===== config.mk =====
export PLATFORM = sky130hd
export DESIGN_NAME = i2c_master_bit_engine
export DESIGN_NICKNAME = d
export VERILOG_FILES = /design/src/i2cm_pkg.sv /design/src/i2cm_seq.sv /design/src/i2cm_dp.sv /design/src/i2c_master_bit_engine.sv
export SDC_FILE = /design/constraint.sdc
export NUM_CORES = 1
export LEC_CHECK = 0
export ABC_AREA = 0
export BUFFER_PORTS_ARGS = -buffer_cell sky130_fd_sc_hd__buf_4
export CAP_MARGIN = 20
export CORE_MARGIN = 2
export CORE_UTILIZATION = 35
export DETAILED_ROUTE_END_ITERATION = 8
export GPL_TIMING_DRIVEN = 1
export SYNTH_ARGS = -nofsm -noshare
export SYNTH_HDL_FRONTEND = slang
export SYNTH_SLANG_ARGS = --single-unit
export TNS_END_PERCENT = 100

===== constraint.sdc =====
create_clock -name clk -period 3 [get_ports clk]
set_clock_uncertainty 0.15 [all_clocks]
set_input_delay 0.15 -clock clk [delete_from_list [all_inputs] [get_ports clk]]
set_output_delay 0.15 -clock clk [all_outputs]
set_load 0.02 [all_outputs]

===== src/i2cm_pkg.sv =====
package i2cm_pkg;

  localparam int unsigned AddrW = 5;
  localparam int unsigned TickW = 16;
  localparam logic [TickW-1:0] PhaseTicksReset = 16'd167;

  localparam logic [2:0] KIND_START    = 3'd0;
  localparam logic [2:0] KIND_STOP     = 3'd1;
  localparam logic [2:0] KIND_WRITE    = 3'd2;
  localparam logic [2:0] KIND_READ     = 3'd3;
  localparam logic [2:0] KIND_SEND_ACK = 3'd4;
  localparam logic [2:0] KIND_RECV_ACK = 3'd5;

  localparam logic [AddrW-1:0] ENTRY_START    = 5'd0;
  localparam logic [AddrW-1:0] ENTRY_STOP     = 5'd4;
  localparam logic [AddrW-1:0] ENTRY_WRITE    = 5'd7;
  localparam logic [AddrW-1:0] ENTRY_READ     = 5'd10;
  localparam logic [AddrW-1:0] ENTRY_READ_BIT = 5'd11;
  localparam logic [AddrW-1:0] ENTRY_SEND_ACK = 5'd13;
  localparam logic [AddrW-1:0] ENTRY_RECV_ACK = 5'd16;

  localparam logic [2:0] LAST_BIT = 3'd7;

  typedef struct packed {
    logic [2:0] kind;
    logic [7:0] write_byte;
    logic       ack_to_send;
    logic [7:0] line_bits;
    logic       line_ack;
  } cmd_item_t;

  typedef struct packed {
    logic       scl_level;
    logic       sda_level;
    logic [7:0] read_byte;
    logic       ack_bit;
    logic       last;
  } phase_item_t;

  typedef enum logic [1:0] {
    SCL_KEEP,
    SCL_LO,
    SCL_HI
  } scl_op_t;

  typedef enum logic [2:0] {
    SDA_KEEP,
    SDA_LO,
    SDA_HI,
    SDA_TX,
    SDA_ACK
  } sda_op_t;

  typedef enum logic [1:0] {
    SEQ_NEXT,
    SEQ_LOOP,
    SEQ_END
  } seq_op_t;

  typedef struct packed {
    scl_op_t          scl;
    sda_op_t          sda;
    logic             shift_tx;
    logic             sample_bit;
    logic             sample_ack;
    logic             show_byte;
    logic             show_ack;
    seq_op_t          seq;
    logic [AddrW-1:0] target;
  } ucode_t;

  typedef struct packed {
    logic   load;
    logic   exec;
    logic   fin;
    ucode_t cw;
  } dp_ctrl_t;

  function automatic ucode_t uc(scl_op_t scl, sda_op_t sda, logic shift_tx,
                                logic sample_bit, logic sample_ack,
                                logic show_byte, logic show_ack,
                                seq_op_t seq, logic [AddrW-1:0] target);
    ucode_t w;
    w.scl        = scl;
    w.sda        = sda;
    w.shift_tx   = shift_tx;
    w.sample_bit = sample_bit;
    w.sample_ack = sample_ack;
    w.show_byte  = show_byte;
    w.show_ack   = show_ack;
    w.seq        = seq;
    w.target     = target;
    return w;
  endfunction

  function automatic ucode_t ucode_rom(logic [AddrW-1:0] addr);
    ucode_t w;
    unique case (addr)
      5'd0:  w = uc(SCL_KEEP, SDA_HI,   1'b0, 1'b0, 1'b0, 1'b0, 1'b0, SEQ_NEXT, '0);
      5'd1:  w = uc(SCL_HI,   SDA_KEEP, 1'b0, 1'b0, 1'b0, 1'b0, 1'b0, SEQ_NEXT, '0);
      5'd2:  w = uc(SCL_KEEP, SDA_LO,   1'b0, 1'b0, 1'b0, 1'b0, 1'b0, SEQ_NEXT, '0);
      5'd3:  w = uc(SCL_LO,   SDA_KEEP, 1'b0, 1'b0, 1'b0, 1'b0, 1'b0, SEQ_END,  '0);
      5'd4:  w = uc(SCL_KEEP, SDA_LO,   1'b0, 1'b0, 1'b0, 1'b0, 1'b0, SEQ_NEXT, '0);
      5'd5:  w = uc(SCL_HI,   SDA_KEEP, 1'b0, 1'b0, 1'b0, 1'b0, 1'b0, SEQ_NEXT, '0);
      5'd6:  w = uc(SCL_KEEP, SDA_HI,   1'b0, 1'b0, 1'b0, 1'b0, 1'b0, SEQ_END,  '0);
      5'd7:  w = uc(SCL_KEEP, SDA_TX,   1'b0, 1'b0, 1'b0, 1'b0, 1'b0, SEQ_NEXT, '0);
      5'd8:  w = uc(SCL_HI,   SDA_KEEP, 1'b0, 1'b0, 1'b0, 1'b0, 1'b0, SEQ_NEXT, '0);
      5'd9:  w = uc(SCL_LO,   SDA_KEEP, 1'b1, 1'b0, 1'b0, 1'b0, 1'b0, SEQ_LOOP,
                    ENTRY_WRITE);
      5'd10: w = uc(SCL_KEEP, SDA_HI,   1'b0, 1'b0, 1'b0, 1'b0, 1'b0, SEQ_NEXT, '0);
      5'd11: w = uc(SCL_HI,   SDA_KEEP, 1'b0, 1'b1, 1'b0, 1'b0, 1'b0, SEQ_NEXT, '0);
      5'd12: w = uc(SCL_LO,   SDA_KEEP, 1'b0, 1'b0, 1'b0, 1'b1, 1'b0, SEQ_LOOP,
                    ENTRY_READ_BIT);
      5'd13: w = uc(SCL_KEEP, SDA_ACK,  1'b0, 1'b0, 1'b0, 1'b0, 1'b0, SEQ_NEXT, '0);
      5'd14: w = uc(SCL_HI,   SDA_KEEP, 1'b0, 1'b0, 1'b0, 1'b0, 1'b0, SEQ_NEXT, '0);
      5'd15: w = uc(SCL_LO,   SDA_KEEP, 1'b0, 1'b0, 1'b0, 1'b0, 1'b0, SEQ_END,  '0);
      5'd16: w = uc(SCL_KEEP, SDA_HI,   1'b0, 1'b0, 1'b0, 1'b0, 1'b0, SEQ_NEXT, '0);
      5'd17: w = uc(SCL_HI,   SDA_KEEP, 1'b0, 1'b0, 1'b1, 1'b0, 1'b0, SEQ_NEXT, '0);
      5'd18: w = uc(SCL_LO,   SDA_KEEP, 1'b0, 1'b0, 1'b0, 1'b0, 1'b1, SEQ_END,  '0);
      default: w = uc(SCL_KEEP, SDA_KEEP, 1'b0, 1'b0, 1'b0, 1'b0, 1'b0, SEQ_END, '0);
    endcase
    return w;
  endfunction

  function automatic logic [AddrW-1:0] kind_entry(logic [2:0] kind);
    logic [AddrW-1:0] a;
    unique case (kind)
      KIND_START:    a = ENTRY_START;
      KIND_STOP:     a = ENTRY_STOP;
      KIND_WRITE:    a = ENTRY_WRITE;
      KIND_READ:     a = ENTRY_READ;
      KIND_SEND_ACK: a = ENTRY_SEND_ACK;
      KIND_RECV_ACK: a = ENTRY_RECV_ACK;
      default:       a = ENTRY_START;
    endcase
    return a;
  endfunction

  function automatic logic kind_known(logic [2:0] kind);
    return (kind == KIND_START) || (kind == KIND_STOP) || (kind == KIND_WRITE) ||
           (kind == KIND_READ) || (kind == KIND_SEND_ACK) || (kind == KIND_RECV_ACK);
  endfunction

endpackage


===== src/i2cm_seq.sv =====
module i2cm_seq (
  input  logic                         clk,
  input  logic                         rst,
  input  logic                         cmd_valid,
  input  logic [2:0]                   cmd_kind,
  input  logic                         out_stall,
  input  logic                         cfg_wr_en,
  input  logic [i2cm_pkg::TickW-1:0]   cfg_wr_data,
  output logic                         busy,
  output i2cm_pkg::dp_ctrl_t           ctrl
);
  import i2cm_pkg::*;

  typedef enum logic [1:0] {
    S_IDLE,
    S_EXEC,
    S_EMIT,
    S_HOLD
  } state_t;

  state_t           state;
  logic [AddrW-1:0] step;
  logic [2:0]       bit_cnt;
  logic [TickW-1:0] timer;
  logic [TickW-1:0] phase_ticks;
  ucode_t           cw;
  logic             fin;

  assign cw   = ucode_rom(step);
  assign fin  = (cw.seq == SEQ_END) || ((cw.seq == SEQ_LOOP) && (bit_cnt == LAST_BIT));
  assign busy = (state != S_IDLE);

  assign ctrl.load = (state == S_IDLE) && cmd_valid;
  assign ctrl.exec = (state == S_EXEC);
  assign ctrl.fin  = fin;
  assign ctrl.cw   = cw;

  always_ff @(posedge clk) begin
    if (rst) begin
      state       <= S_IDLE;
      step        <= '0;
      bit_cnt     <= '0;
      timer       <= '0;
      phase_ticks <= PhaseTicksReset;
    end else begin
      if (cfg_wr_en) begin
        phase_ticks <= cfg_wr_data;
      end
      unique case (state)
        S_IDLE: begin
          if (cmd_valid && kind_known(cmd_kind)) begin
            step    <= kind_entry(cmd_kind);
            bit_cnt <= '0;
            state   <= S_EXEC;
          end
        end
        S_EXEC: begin
          timer <= phase_ticks;
          state <= S_EMIT;
        end
        S_EMIT: begin
          if (!out_stall) begin
            state <= S_HOLD;
          end
        end
        S_HOLD: begin
          if (timer <= 16'd1) begin
            if (fin) begin
              state <= S_IDLE;
            end else if (cw.seq == SEQ_LOOP) begin
              step    <= cw.target;
              bit_cnt <= bit_cnt + 3'd1;
              state   <= S_EXEC;
            end else begin
              step  <= step + 5'd1;
              state <= S_EXEC;
            end
          end else begin
            timer <= timer - 16'd1;
          end
        end
        default: state <= S_IDLE;
      endcase
    end
  end

endmodule


===== src/i2cm_dp.sv =====
module i2cm_dp (
  input  logic                  clk,
  input  logic                  rst,
  input  i2cm_pkg::dp_ctrl_t    ctrl,
  input  i2cm_pkg::cmd_item_t   cmd,
  input  logic                  out_stall,
  output logic                  out_valid,
  output i2cm_pkg::phase_item_t out_item
);
  import i2cm_pkg::*;

  logic       scl_drive;
  logic       sda_drive;
  logic       scl_drive_next;
  logic       sda_drive_next;
  logic [7:0] tx;
  logic [7:0] lb;
  logic [7:0] rx;
  logic       ack_send;
  logic       ack_line;
  logic       ack_seen;

  always_comb begin
    unique case (ctrl.cw.scl)
      SCL_LO:  scl_drive_next = 1'b0;
      SCL_HI:  scl_drive_next = 1'b1;
      default: scl_drive_next = scl_drive;
    endcase
    unique case (ctrl.cw.sda)
      SDA_LO:  sda_drive_next = 1'b0;
      SDA_HI:  sda_drive_next = 1'b1;
      SDA_TX:  sda_drive_next = tx[7];
      SDA_ACK: sda_drive_next = ack_send;
      default: sda_drive_next = sda_drive;
    endcase
  end

  always_ff @(posedge clk) begin
    if (rst) begin
      scl_drive <= 1'b1;
      sda_drive <= 1'b1;
      out_valid <= 1'b0;
    end else begin
      if (ctrl.exec) begin
        scl_drive <= scl_drive_next;
        sda_drive <= sda_drive_next;
        out_valid <= 1'b1;
      end else if (!out_stall) begin
        out_valid <= 1'b0;
      end
    end
  end

  always_ff @(posedge clk) begin
    if (ctrl.load) begin
      tx       <= cmd.write_byte;
      lb       <= cmd.line_bits;
      ack_send <= cmd.ack_to_send;
      ack_line <= cmd.line_ack;
      rx       <= '0;
    end else if (ctrl.exec) begin
      if (ctrl.cw.shift_tx) begin
        tx <= {tx[6:0], 1'b0};
      end
      if (ctrl.cw.sample_bit) begin
        rx <= {rx[6:0], lb[7]};
        lb <= {lb[6:0], 1'b0};
      end
      if (ctrl.cw.sample_ack) begin
        ack_seen <= ack_line;
      end
    end
    if (ctrl.exec) begin
      out_item.scl_level <= scl_drive_next;
      out_item.sda_level <= sda_drive_next;
      out_item.read_byte <= (ctrl.fin && ctrl.cw.show_byte) ? rx : 8'd0;
      out_item.ack_bit   <= ctrl.fin && ctrl.cw.show_ack && ack_seen;
      out_item.last      <= ctrl.fin;
    end
  end

endmodule


===== src/i2c_master_bit_engine.sv =====
// Channel   Direction  Handshake              Payload
// in        input      in_valid / in_stall    in_item    (one bus command)
// out       output     out_valid / out_stall  out_item   (one pin phase)
// cfg       input      cfg_wr_en              cfg_wr_data (phase_ticks)
//
// Each pin phase is one microcode step; its length is set by the phase timer,
// which is loaded from phase_ticks, and it grows while out_stall is held.
// A command runs its phase count (3 to 24) of phases after its accept cycle.
// in_stall is high from acceptance until the hold of the final phase ends.
// Unknown commands are dropped in the accept cycle. Reset is synchronous and
// leaves both lines released high with phase_ticks at 167.
module i2c_master_bit_engine (
  input  logic                  clk,
  input  logic                  rst,
  input  logic                  in_valid,
  output logic                  in_stall,
  input  i2cm_pkg::cmd_item_t   in_item,
  output logic                  out_valid,
  input  logic                  out_stall,
  output i2cm_pkg::phase_item_t out_item,
  input  logic                  cfg_wr_en,
  input  logic [15:0]           cfg_wr_data
);
  import i2cm_pkg::*;

  dp_ctrl_t ctrl;
  logic     busy;

  assign in_stall = busy;

  i2cm_seq u_seq (
    .clk         (clk),
    .rst         (rst),
    .cmd_valid   (in_valid),
    .cmd_kind    (in_item.kind),
    .out_stall   (out_stall),
    .cfg_wr_en   (cfg_wr_en),
    .cfg_wr_data (cfg_wr_data),
    .busy        (busy),
    .ctrl        (ctrl)
  );

  i2cm_dp u_dp (
    .clk       (clk),
    .rst       (rst),
    .ctrl      (ctrl),
    .cmd       (in_item),
    .out_stall (out_stall),
    .out_valid (out_valid),
    .out_item  (out_item)
  );

endmodule

==> out/qor.txt, run 1 <==
die width: 118 µm
HPWL after detailed placement: 7.26 mm
CTS Buf Count: 9
status: complete, no violations
top post-synthesis cells by count: 90 x nand2_1, 65 x dfxtp_1, 53 x nor2_1
CTS Sinks: 96
CTS clk-pin slew, worst paths: 0.07 ns
slowest cell on the critical path: or4_4
num ports: 56
CP Data Required Time: 3.12 ns
Worst Setup End Kind: register
EDFF count, synth: 31
gr ovfl total: 0
top cell type's share of synthesized area: 28.5%
Root Driver: clkbuf_16
Area Overhead vs Synth: 28.9%
post-route setup TNS: 0 ns
fin crit share: 96.4%
Die Y: 118 µm
Routed WL per cell: 13.7 µm
Slew @ Worst Pin: 0.729 ns
Top Family by Delay on Critical Path: compound AO/OA/AOI/OAI gates
H-tree depth: 3
crit start category: register
Util after Layout: 46.5%
Finished Layout Cells: 773
P per Cell Area: 879 nW/µm²
minimum clock period: 2.89 ns
Peak supply drop: 0.000589 V
Std-Cell Rows: 41
count leader, synth: nand2_1
DRT Pass-1 Iters: 4
Post-Synthesis Cells: 500
ANT cells: 0
Multi-input gate area: 2210 µm²
Reg2Reg Depth: 10
Die ar.: 14000 µm²
Cells on Worst Hold Path: 2
Avg Cell Area, Syn: 9.14 µm²
Max-slew headroom: 51.3%
sequential area share after synthesis: 48.8%
Final Slew Violations: 0
crit path cell chain: or4_4, or2_4, o21ai_4, nand2_4, a211o_1, a21oi_2, ha_2, inv_1, o41a_1, o221ai_1
CTS tree: built
first-iteration detailed-routing DRC count: 237
Main synth FF type: dfxtp_1
Placed Instances: 720
post-synth cell types: 64
number of antenna violations at the first check in global routing: 0
largest stage delay on the critical path: 0.54 ns
drt total wl: 10.6 mm
critical path depth: 10
Yosys reg bits: 96
antenna violation net count after detailed routing: 0
gr usage total: 16.0%
post-synthesis async set-or-reset flop share: 0%
maximum fanout along the worst path: 4
CP Class: reg -> reg
initial core utilization: 36.1%
hold slack: 0.0181 ns
# fillers: 1199
# setup viols final: 0
crit path buf inv count: 1
register area: 2240 µm²
first-pass GRT wire length: 18.0 mm
synth top area cells: dfxtp_1 28%, edfxtp_1 20%, nand2_1 7.4%, mux2i_1 5.0%, a21oi_1 4.4%
global placer's final weighted congestion: 0.862
max capacitance violation total: 0
FMAX: 346 MHz
vias in the first global route: 3845
area leader, netlist: dfxtp_1
clock buffer depth: 2
IO Port Bufs: 55
largest net degree at the start of global routing: 43
drc violations: 0
core area: 12700 µm²
Worst-Skew Late Latency: 0.35 ns
total power draw: 5.18 mW
routed vias/inst: 4.96
Hold Path Class: in -> reg
WP data arrival: 3.01 ns
Vias: 3837
syn_nets: 558
Layout Nets: 654
synthesized area: 4570 µm²
synth warn: 0
Hold Vio Cnt, Final: 0
P_leak: 2.44 nW
share of cells above drive strength 1: 17.6%
metrics by stage:
stage | setup WS, ns | cell area, µm²
after floorplan | 0.00494 | 4580
after global placement | 0.118 | 5230
after detailed placement | 0.0177 | 5230
after CTS | 0.00522 | 5860
after global routing | -0.0128 | 5890
final | 0.109 | 5890
repair_timing:
action | CTS | global route
gates resized for setup | 0 | 11
endpoints found under the setup margin | 0 | 6
hold buffers | 36 | 0
endpoints found under the hold margin | 35 | 0
setup buffers | 0 | 1
cell type report:
class	instances	area share, %
clock buffers	10	3.89
flip-flops and latches	96	38.0
multi-input cells	362	37.5
inverters	21	1.34
well taps	172	3.65
clock inverters	6	0.595
repair buffers	106	15.0
cells in the final DEF, fill, tap and decap left out, drive strengths merged, types with 3 or more instances in the layout:
cell,count
mux2,3
xnor2,5
a211o,3
nor3,11
or2,3
edfxtp,31
ha,16
a21oi,41
o21ai,9
o211ai,4
and3,13
a211oi,9
nand3,12
nand2,91
clkbuf,10
buf,70
nor2b,4
nor2,54
or4,5
dlygate4sd3,36
dfxtp,65
inv,22
a31oi,3
nand2b,5
clkinv,5
o22ai,3
mux2i,24
nor4,3
flip-flops by register name (all words and copies together) (netlist names):
| name | count |
|---|---|
| u_dp.ack_line | 1 |
| u_dp.ack_seen | 1 |
| u_dp.ack_send | 1 |
| u_dp.lb | 8 |
| u_dp.out_item | 12 |
| u_dp.out_valid | 1 |
| u_dp.rx | 8 |
| u_dp.scl_drive | 1 |
| u_dp.sda_drive | 1 |
| u_dp.tx | 8 |
| u_seq.bit_cnt | 3 |
| u_seq.cw | 12 |
| u_seq.phase_ticks | 16 |
| u_seq.state | 2 |
| u_seq.step | 5 |
| u_seq.timer | 16 |
worst paths after layout:
path                                startpoint            end  slack [ns]
worst max-delay path            u_seq.timer[7]    u_seq.cw[6]        0.11
worst min-delay path                  in_valid     u_dp.tx[0]        0.02
worst max register to register  u_seq.timer[7]    u_seq.cw[6]        0.11
worst min register to register   u_dp.ack_line  u_dp.ack_seen        0.30
worst register-to-register path: stages, from the launching register on:
cell,delay [ns]
dfxtp_2,0.34
or4_4,0.54
or2_4,0.27
o21ai_4,0.15
nand2_4,0.08
a211o_1,0.31
a21oi_2,0.23
ha_2,0.20
inv_1,0.04
o41a_1,0.31
o221ai_1,0.20
metal layers:
metal / global-route usage, % / part of all wire, % / up-vias
met5: 0 / 0 / -
met4: 5.42 / 1.5 / 0
met3: 4.87 / 5.8 / 13
met2: 27.6 / 49 / 109
met1: 18.7 / 44 / 1769
li1: - / - / 1946
cell families after synthesis:
logic type | after synthesis | share of synthesized area, %
adders and majority gates | 17 | 4.60
and+or+nand+nor | 216 | 22.0
DFF | 96 | 48.8
xor gates and xnor gates | 7 | 1.34
muxes | 27 | 6.27
AOI/OAI and AO/OA | 95 | 13.5
buffers and inverters | 42 | 3.45
where the power goes:
| part | total [mW] | switching, mW | internal (mW) |
|---|---|---|---|
| combinational | 2.23 | 1.32 | 0.908 |
| sequential | 1.91 | 0.190 | 1.72 |
| clock | 1.04 | 0.485 | 0.558 |
| total | 5.18 | 1.99 | 3.18 |
Note: power is estimated with default switching activity, not from simulation.
==> inputs of run 2 (changes only) <==
Settings changed: CTS_BUF_LIST from default to sky130_fd_sc_hd__clkbuf_8.
Clock period 3 ns to 2.5 ns, I/O delays scaled along.
==> out/qor.txt, run 2 (same netlist as run 1, synthesis figures left out) <==
setup slack at placement: -0.354 ns (was 0.0177 ns)
drc violations: 0 (unchanged)
H-tree depth: 3 (unchanged)
vias in the first global route: 4156 (was 3845)
initial core utilization: 36.1% (unchanged)
total power draw: 7.20 mW (was 5.18 mW)
num ports: 56 (unchanged)
Final Slew Violations: 0 (unchanged)
P_leak: 2.83 nW (was 2.44 nW)
CTS tree: built (unchanged)
Max-slew headroom: 67.8% (was 51.3%)
CP Data Required Time: 2.65 ns (was 3.12 ns)
Vias: 4166 (was 3837)
crit path buf inv count: 1 (unchanged)
global placer's final weighted congestion: 0.815 (was 0.862)
Std-Cell Rows: 41 (unchanged)
CTS Buf Count: 9 (unchanged)
unrepaired setup endpoints after global routing: true
first-pass GRT wire length: 19.1 mm (was 18.0 mm)
routed vias/inst: 4.94 (was 4.96)
failing checks: setup timing
crit path cell chain: or4_4, or2_4, o21ai_4, nand2_4, a211o_1, a21oi_4, ha_2, inv_1, o41a_1, o221ai_2 (was or4_4, or2_4, o21ai_4, nand2_4, a211o_1, a21oi_2, ha_2, inv_1, o41a_1, o221ai_1)
CTS Sinks: 96 (unchanged)
Layout Nets: 725 (was 654)
Worst-Skew Late Latency: 0.37 ns (was 0.35 ns)
Util after Layout: 52.8% (was 46.5%)
HPWL after detailed placement: 8.13 mm (was 7.26 mm)
crit start category: register (unchanged)
DRT Pass-1 Iters: 5 (was 4)
Die ar.: 14000 µm² (unchanged)
maximum fanout along the worst path: 3 (was 4)
Peak supply drop: 0.000657 V (was 0.000589 V)
sw frac: 37.7% (was 38.5%)
largest registers: u_seq.phase_ticks x16, u_seq.timer x16 (unchanged)
Comb pwr share: 53.2% (was 43.0%)
ANT cells: 0 (unchanged)
Die Y: 118 µm (unchanged)
post-route setup TNS: -1.75 ns (was 0 ns)
FMAX: 360 MHz (was 346 MHz)
P_sw: 2.71 mW (was 1.99 mW)
max capacitance violation total: 0 (unchanged)
fin crit share: 111% (was 96.4%)
Routed WL per cell: 13.7 µm (about the same)
gr ovfl total: 0 (unchanged)
Clock Power Share: 15.7% (was 20.1%)
drt total wl: 11.6 mm (was 10.6 mm)
CTS clk-pin slew, worst paths: 0.09 ns (was 0.07 ns)
die width: 118 µm (unchanged)
Top Family by Delay on Critical Path: compound AO/OA/AOI/OAI gates (unchanged)
largest stage delay on the critical path: 0.53 ns (was 0.54 ns)
Slew @ Worst Pin: 0.483 ns (was 0.729 ns)
gr usage total: 16.7% (was 16.0%)
Hold Path Class: in -> reg (unchanged)
Hold Vio Cnt, Final: 0 (unchanged)
largest net degree at the start of global routing: 30 (was 43)
WP data arrival: 2.93 ns (was 3.01 ns)
minimum clock period: 2.78 ns (was 2.89 ns)
IO Port Bufs: 55 (unchanged)
status: complete, but fails checks (was complete, no violations)
core area: 12700 µm² (unchanged)
Finished Cell Area: 6700 µm² (was 5890 µm²)
commonest non-fill, non-tap cell in the layout: buf_4 (was nand2_1)
clock buffer depth: 2 (unchanged)
first-iteration detailed-routing DRC count: 164 (was 237)
Root Driver: clkbuf_8 (was clkbuf_16)
Area Overhead vs Synth: 46.5% (was 28.9%)
share of cells above drive strength 1: 32.7% (was 17.6%)
final worst slack: -0.281 ns (was 0.109 ns)
CP Class: reg -> reg (unchanged)
Int Power: 4.49 mW (was 3.18 mW)
P per Cell Area: 1080 nW/µm² (was 879 nW/µm²)
slowest cell on the critical path: or4_4 (unchanged)
number of antenna violations at the first check in global routing: 0 (unchanged)
# setup viols final: 15 (was 0)
Reg power frac: 31.2% (was 36.8%)
commonest non-fill, non-tap cells in the layout: 128 x buf_4, 85 x nand2_1, 62 x dfxtp_1, 46 x nor2_1, 38 x dlygate4sd3_1 (was 90 x nand2_1, 70 x buf_4, 63 x dfxtp_1, 52 x nor2_1, 39 x a21oi_1)
Worst Setup End Kind: register (unchanged)
antenna violation net count after detailed routing: 0 (unchanged)
area post-placement: 5740 µm² (was 5230 µm²)
-- run 2: changes by cell type in the layout (fill, tap and decap cells not counted), moves of 4 or more --
cell       delta
buf_4        +58
a21oi_1       -9
buf_6         +9
clkbuf_16     -9
clkbuf_8      +9
a21oi_2       +7
nor2_1        -6
nor2_4        +6
nand2_1       -5
ha_1          -4
-- run 2: worst paths after layout --
kind	start	to	slack, ns	depth (start not counted)
worst max-delay path	u_seq.timer[8]	u_seq.cw[6]	-0.28	10
worst min-delay path	cfg_wr_en	u_seq.phase_ticks[1]	0.03	3
worst max register to register	u_seq.timer[8]	u_seq.cw[6]	-0.28	10
worst min register to register	u_dp.rx[7]	u_dp.rx[7]	0.31	2
-- run 2: layer usage --
metal | GRT usage (%) | wire, µm | vias up
met5 | 0 | 0 | -
met3 | 3.96 | 419 | 24
met2 | 30.8 | 6030 | 88
met4 | 5.95 | 246 | 0
li1 | - | - | 2098
met1 | 18.7 | 4890 | 1956
-- run 2: repair_timing --
| item | CTS | global route |
|---|---|---|
| buffers inserted | 5 | 5 |
| gates cloned | 0 | 0 |
| endpoints found under the setup margin | 28 | 28 |
| hold endpoints to repair | 43 | 0 |
| pin swaps | 15 | 14 |
| hold buffers | 38 | 0 |
| resized for setup | 43 | 29 |
-- run 2: layout make-up --
cell class	count	area [µm²]
clock buffers	9	124
clock inverters	7	93.8
fillers	1134	5980
inverters	21	78.8
multi-input cells	362	2470
flip-flops and latches	96	2240
well taps	172	215
repair buffers	177	1470
-- run 2: power by group through the flow --
stage | logic, mW | registers (mW) | clock network (mW)
floorplan | 1.81 | 2.33 | 0
global placement | 3.21 | 2.25 | 0
detailed placement | 3.26 | 2.27 | 0
CTS | 3.61 | 2.24 | 1.16
global route | 4.18 | 2.28 | 1.22
finish | 3.83 | 2.24 | 1.13
-- run 2: tightest hold or removal path, delay by kind of cell --
kind	cells	cell delay, ns
multiplexers	1	0.14
buffers and inverters	1	0.20
AND/OR/NAND/NOR	1	0.05
-- run 2: per-stage QoR --
| step | hold WS, ns | cells |
|---|---|---|
| final | 0.0315 | 844 |
| after global routing | 0.0387 | 844 |
| after CTS | 0.0198 | 840 |
| after detailed placement | 0.158 | 782 |
| after global placement | 0.155 | 782 |
| after floorplan | 0.0739 | 500 |
==> inputs of run 3 (changes only) <==
Clock period 2.5 ns to 3 ns, I/O delays scaled along.
==> out/qor.txt, run 3 (same netlist as run 1, synthesis figures left out) <==
drt total wl: 10.6 mm (was 11.6 mm)
HPWL after detailed placement: 7.26 mm (was 8.13 mm)
number of antenna violations at the first check in global routing: 0 (unchanged)
Layout Nets: 655 (was 725)
minimum clock period: 2.89 ns (was 2.78 ns)
drc violations: 0 (unchanged)
met2 WL: 5.28 mm (was 6.03 mm)
post-route setup TNS: 0 ns (was -1.75 ns)
initial core utilization: 36.1% (unchanged)
Std-Cell Rows: 41 (unchanged)
Max-slew headroom: 50.7% (was 67.8%)
max capacitance violation total: 0 (unchanged)
Hold Path Class: in -> reg (unchanged)
vias in the first global route: 3844 (was 4156)
global placer's final weighted congestion: 0.862 (was 0.815)
CTS Buf Count: 9 (unchanged)
Worst Hold Endpoint: u_seq.phase_ticks[5] (was u_seq.phase_ticks[1])
Vias: 3827 (was 4166)
first-pass GRT wire length: 17.9 mm (was 19.1 mm)
worst flop-to-flop path endpoint: u_seq.cw[6] (unchanged)
Worst-Skew Late Latency: 0.39 ns (was 0.37 ns)
ANT cells: 0 (unchanged)
WP data arrival: 3.05 ns (was 2.93 ns)
gr ovfl total: 0 (unchanged)
Worst Setup End Kind: register (unchanged)
CTS clk-pin slew, worst paths: 0.09 ns (about the same)
H-tree depth: 3 (unchanged)
Placed Instances: 720 (was 782)
crit start category: register (unchanged)
CTS tree: built (unchanged)
status: complete, no violations (was complete, but fails checks)
Area Overhead vs Synth: 27.0% (was 46.5%)
Root Driver: clkbuf_8 (unchanged)
# setup viols final: 0 (was 15)
FF-to-FF setup slack: 0.11 ns (was -0.28 ns)
CP Data Required Time: 3.16 ns (was 2.65 ns)
antenna violation net count after detailed routing: 0 (unchanged)
Cells on Worst Hold Path: 3 (unchanged)
M1 WL: 4.50 mm (was 4.89 mm)
DRT Pass-1 Iters: 4 (was 5)
gr usage total: 15.9% (was 16.7%)
P per Cell Area: 841 nW/µm² (was 1080 nW/µm²)
Reg2Reg Depth: 10 (unchanged)
met3 wire len: 631 µm (was 419 µm)
area post-placement: 5230 µm² (was 5740 µm²)
num ports: 56 (unchanged)
core area: 12700 µm² (unchanged)
Final Slew Violations: 0 (unchanged)
hold_sp: cfg_wr_en (unchanged)
commonest non-fill, non-tap cells in the layout: 90 x nand2_1, 70 x buf_4, 62 x dfxtp_1, 52 x nor2_1, 38 x a21oi_1 (was 128 x buf_4, 85 x nand2_1, 62 x dfxtp_1, 46 x nor2_1, 38 x dlygate4sd3_1)
Finished Layout Cells: 774 (was 844)
hold slack: 0.0497 ns (was 0.0315 ns)
Routed WL per cell: 13.7 µm (about the same)
Die Y: 118 µm (unchanged)
largest registers: u_seq.phase_ticks x16, u_seq.timer x16 (unchanged)
Slew @ Worst Pin: 0.738 ns (was 0.483 ns)
die width: 118 µm (unchanged)
top layer in use: met4 (unchanged)
RR Startpoint: u_seq.timer[7] (was u_seq.timer[8])
clock buffer depth: 2 (unchanged)
Hold Vio Cnt, Final: 0 (unchanged)
routed vias/inst: 4.94 (about the same)
commonest non-fill, non-tap cell in the layout: nand2_1 (was buf_4)
largest net degree at the start of global routing: 43 (was 30)
IO Port Bufs: 55 (unchanged)
Peak supply drop: 0.000527 V (was 0.000657 V)
Finished Cell Area: 5800 µm² (was 6700 µm²)
share of cells above drive strength 1: 17.9% (was 32.7%)
maximum fanout along the worst path: 4 (was 3)
P_leak: 2.41 nW (was 2.83 nW)
fin crit share: 96.3% (was 111%)
CTS Sinks: 96 (unchanged)
FMAX: 346 MHz (was 360 MHz)
CP Class: reg -> reg (unchanged)
Die ar.: 14000 µm² (unchanged)
first-iteration detailed-routing DRC count: 191 (was 164)
-- run 3: how the worst max path moves through the flow --
stage	slack [ns]	endpoint	cells past startpoint	from
floorplan	0.005	u_seq.cw[6]	11	u_seq.timer[6]
global placement	0.12	u_seq.cw[6]	10	u_seq.timer[7]
detailed placement	0.02	u_seq.cw[6]	10	u_seq.timer[7]
CTS	0.004	u_seq.cw[6]	10	u_seq.timer[7]
global route	-0.004	u_seq.cw[6]	10	u_seq.timer[11]
finish	0.11	u_seq.cw[6]	10	u_seq.timer[7]
-- run 3: per-layer routing --
metal	vias to the layer above	global-route usage (%)
li1	1948	-
met1	1765	18.6
met2	98	27.5
met3	16	4.30
met4	0	6.33
met5	-	0
-- run 3: where the power goes --
group | switching, mW | internal, mW
registers | 0.191 | 1.71
logic | 1.32 | 0.913
clock network | 0.454 | 0.294
-- run 3: final cells by class --
type / instances / area, µm²
Clock buffer: 9 / 124
Clock inverter: 7 / 38.8
Fill cell: 1212 / 6870
Inverter: 21 / 78.8
Multi-Input combinational cell: 362 / 2210
Sequential cell: 96 / 2240
Tap cell: 172 / 215
Timing Repair Buffer: 107 / 896
-- run 3: through the flow --
step / setup WS (ns) / power, mW / util, %
after floorplan: 0.00494 / 3.42 / -
after CTS: 0.00446 / 4.87 / 45.5
final: 0.110 / 4.88 / 45.8
after global placement: 0.118 / 4.00 / 41.3
after detailed placement: 0.0177 / 4.05 / 41.3
after global routing: -0.00369 / 5.25 / 45.8
-- run 3: repair_timing --
item,4_1_cts,5_1_grt
setup endpoints to repair,0,6
endpoints found under the hold margin,35,0
gates resized for setup,0,13
hold buffers,37,0
setup buffers,0,1
-- run 3: worst max-delay path, stage by stage (launching register included) --
cell and delay [ns]:
dfxtp_2 0.35, or4_4 0.54, or2_4 0.27, o21ai_4 0.15, nand2_4 0.07, a211o_1 0.30
a21oi_2 0.23, ha_2 0.20, inv_1 0.04, o41a_1 0.31, o221ai_1 0.20
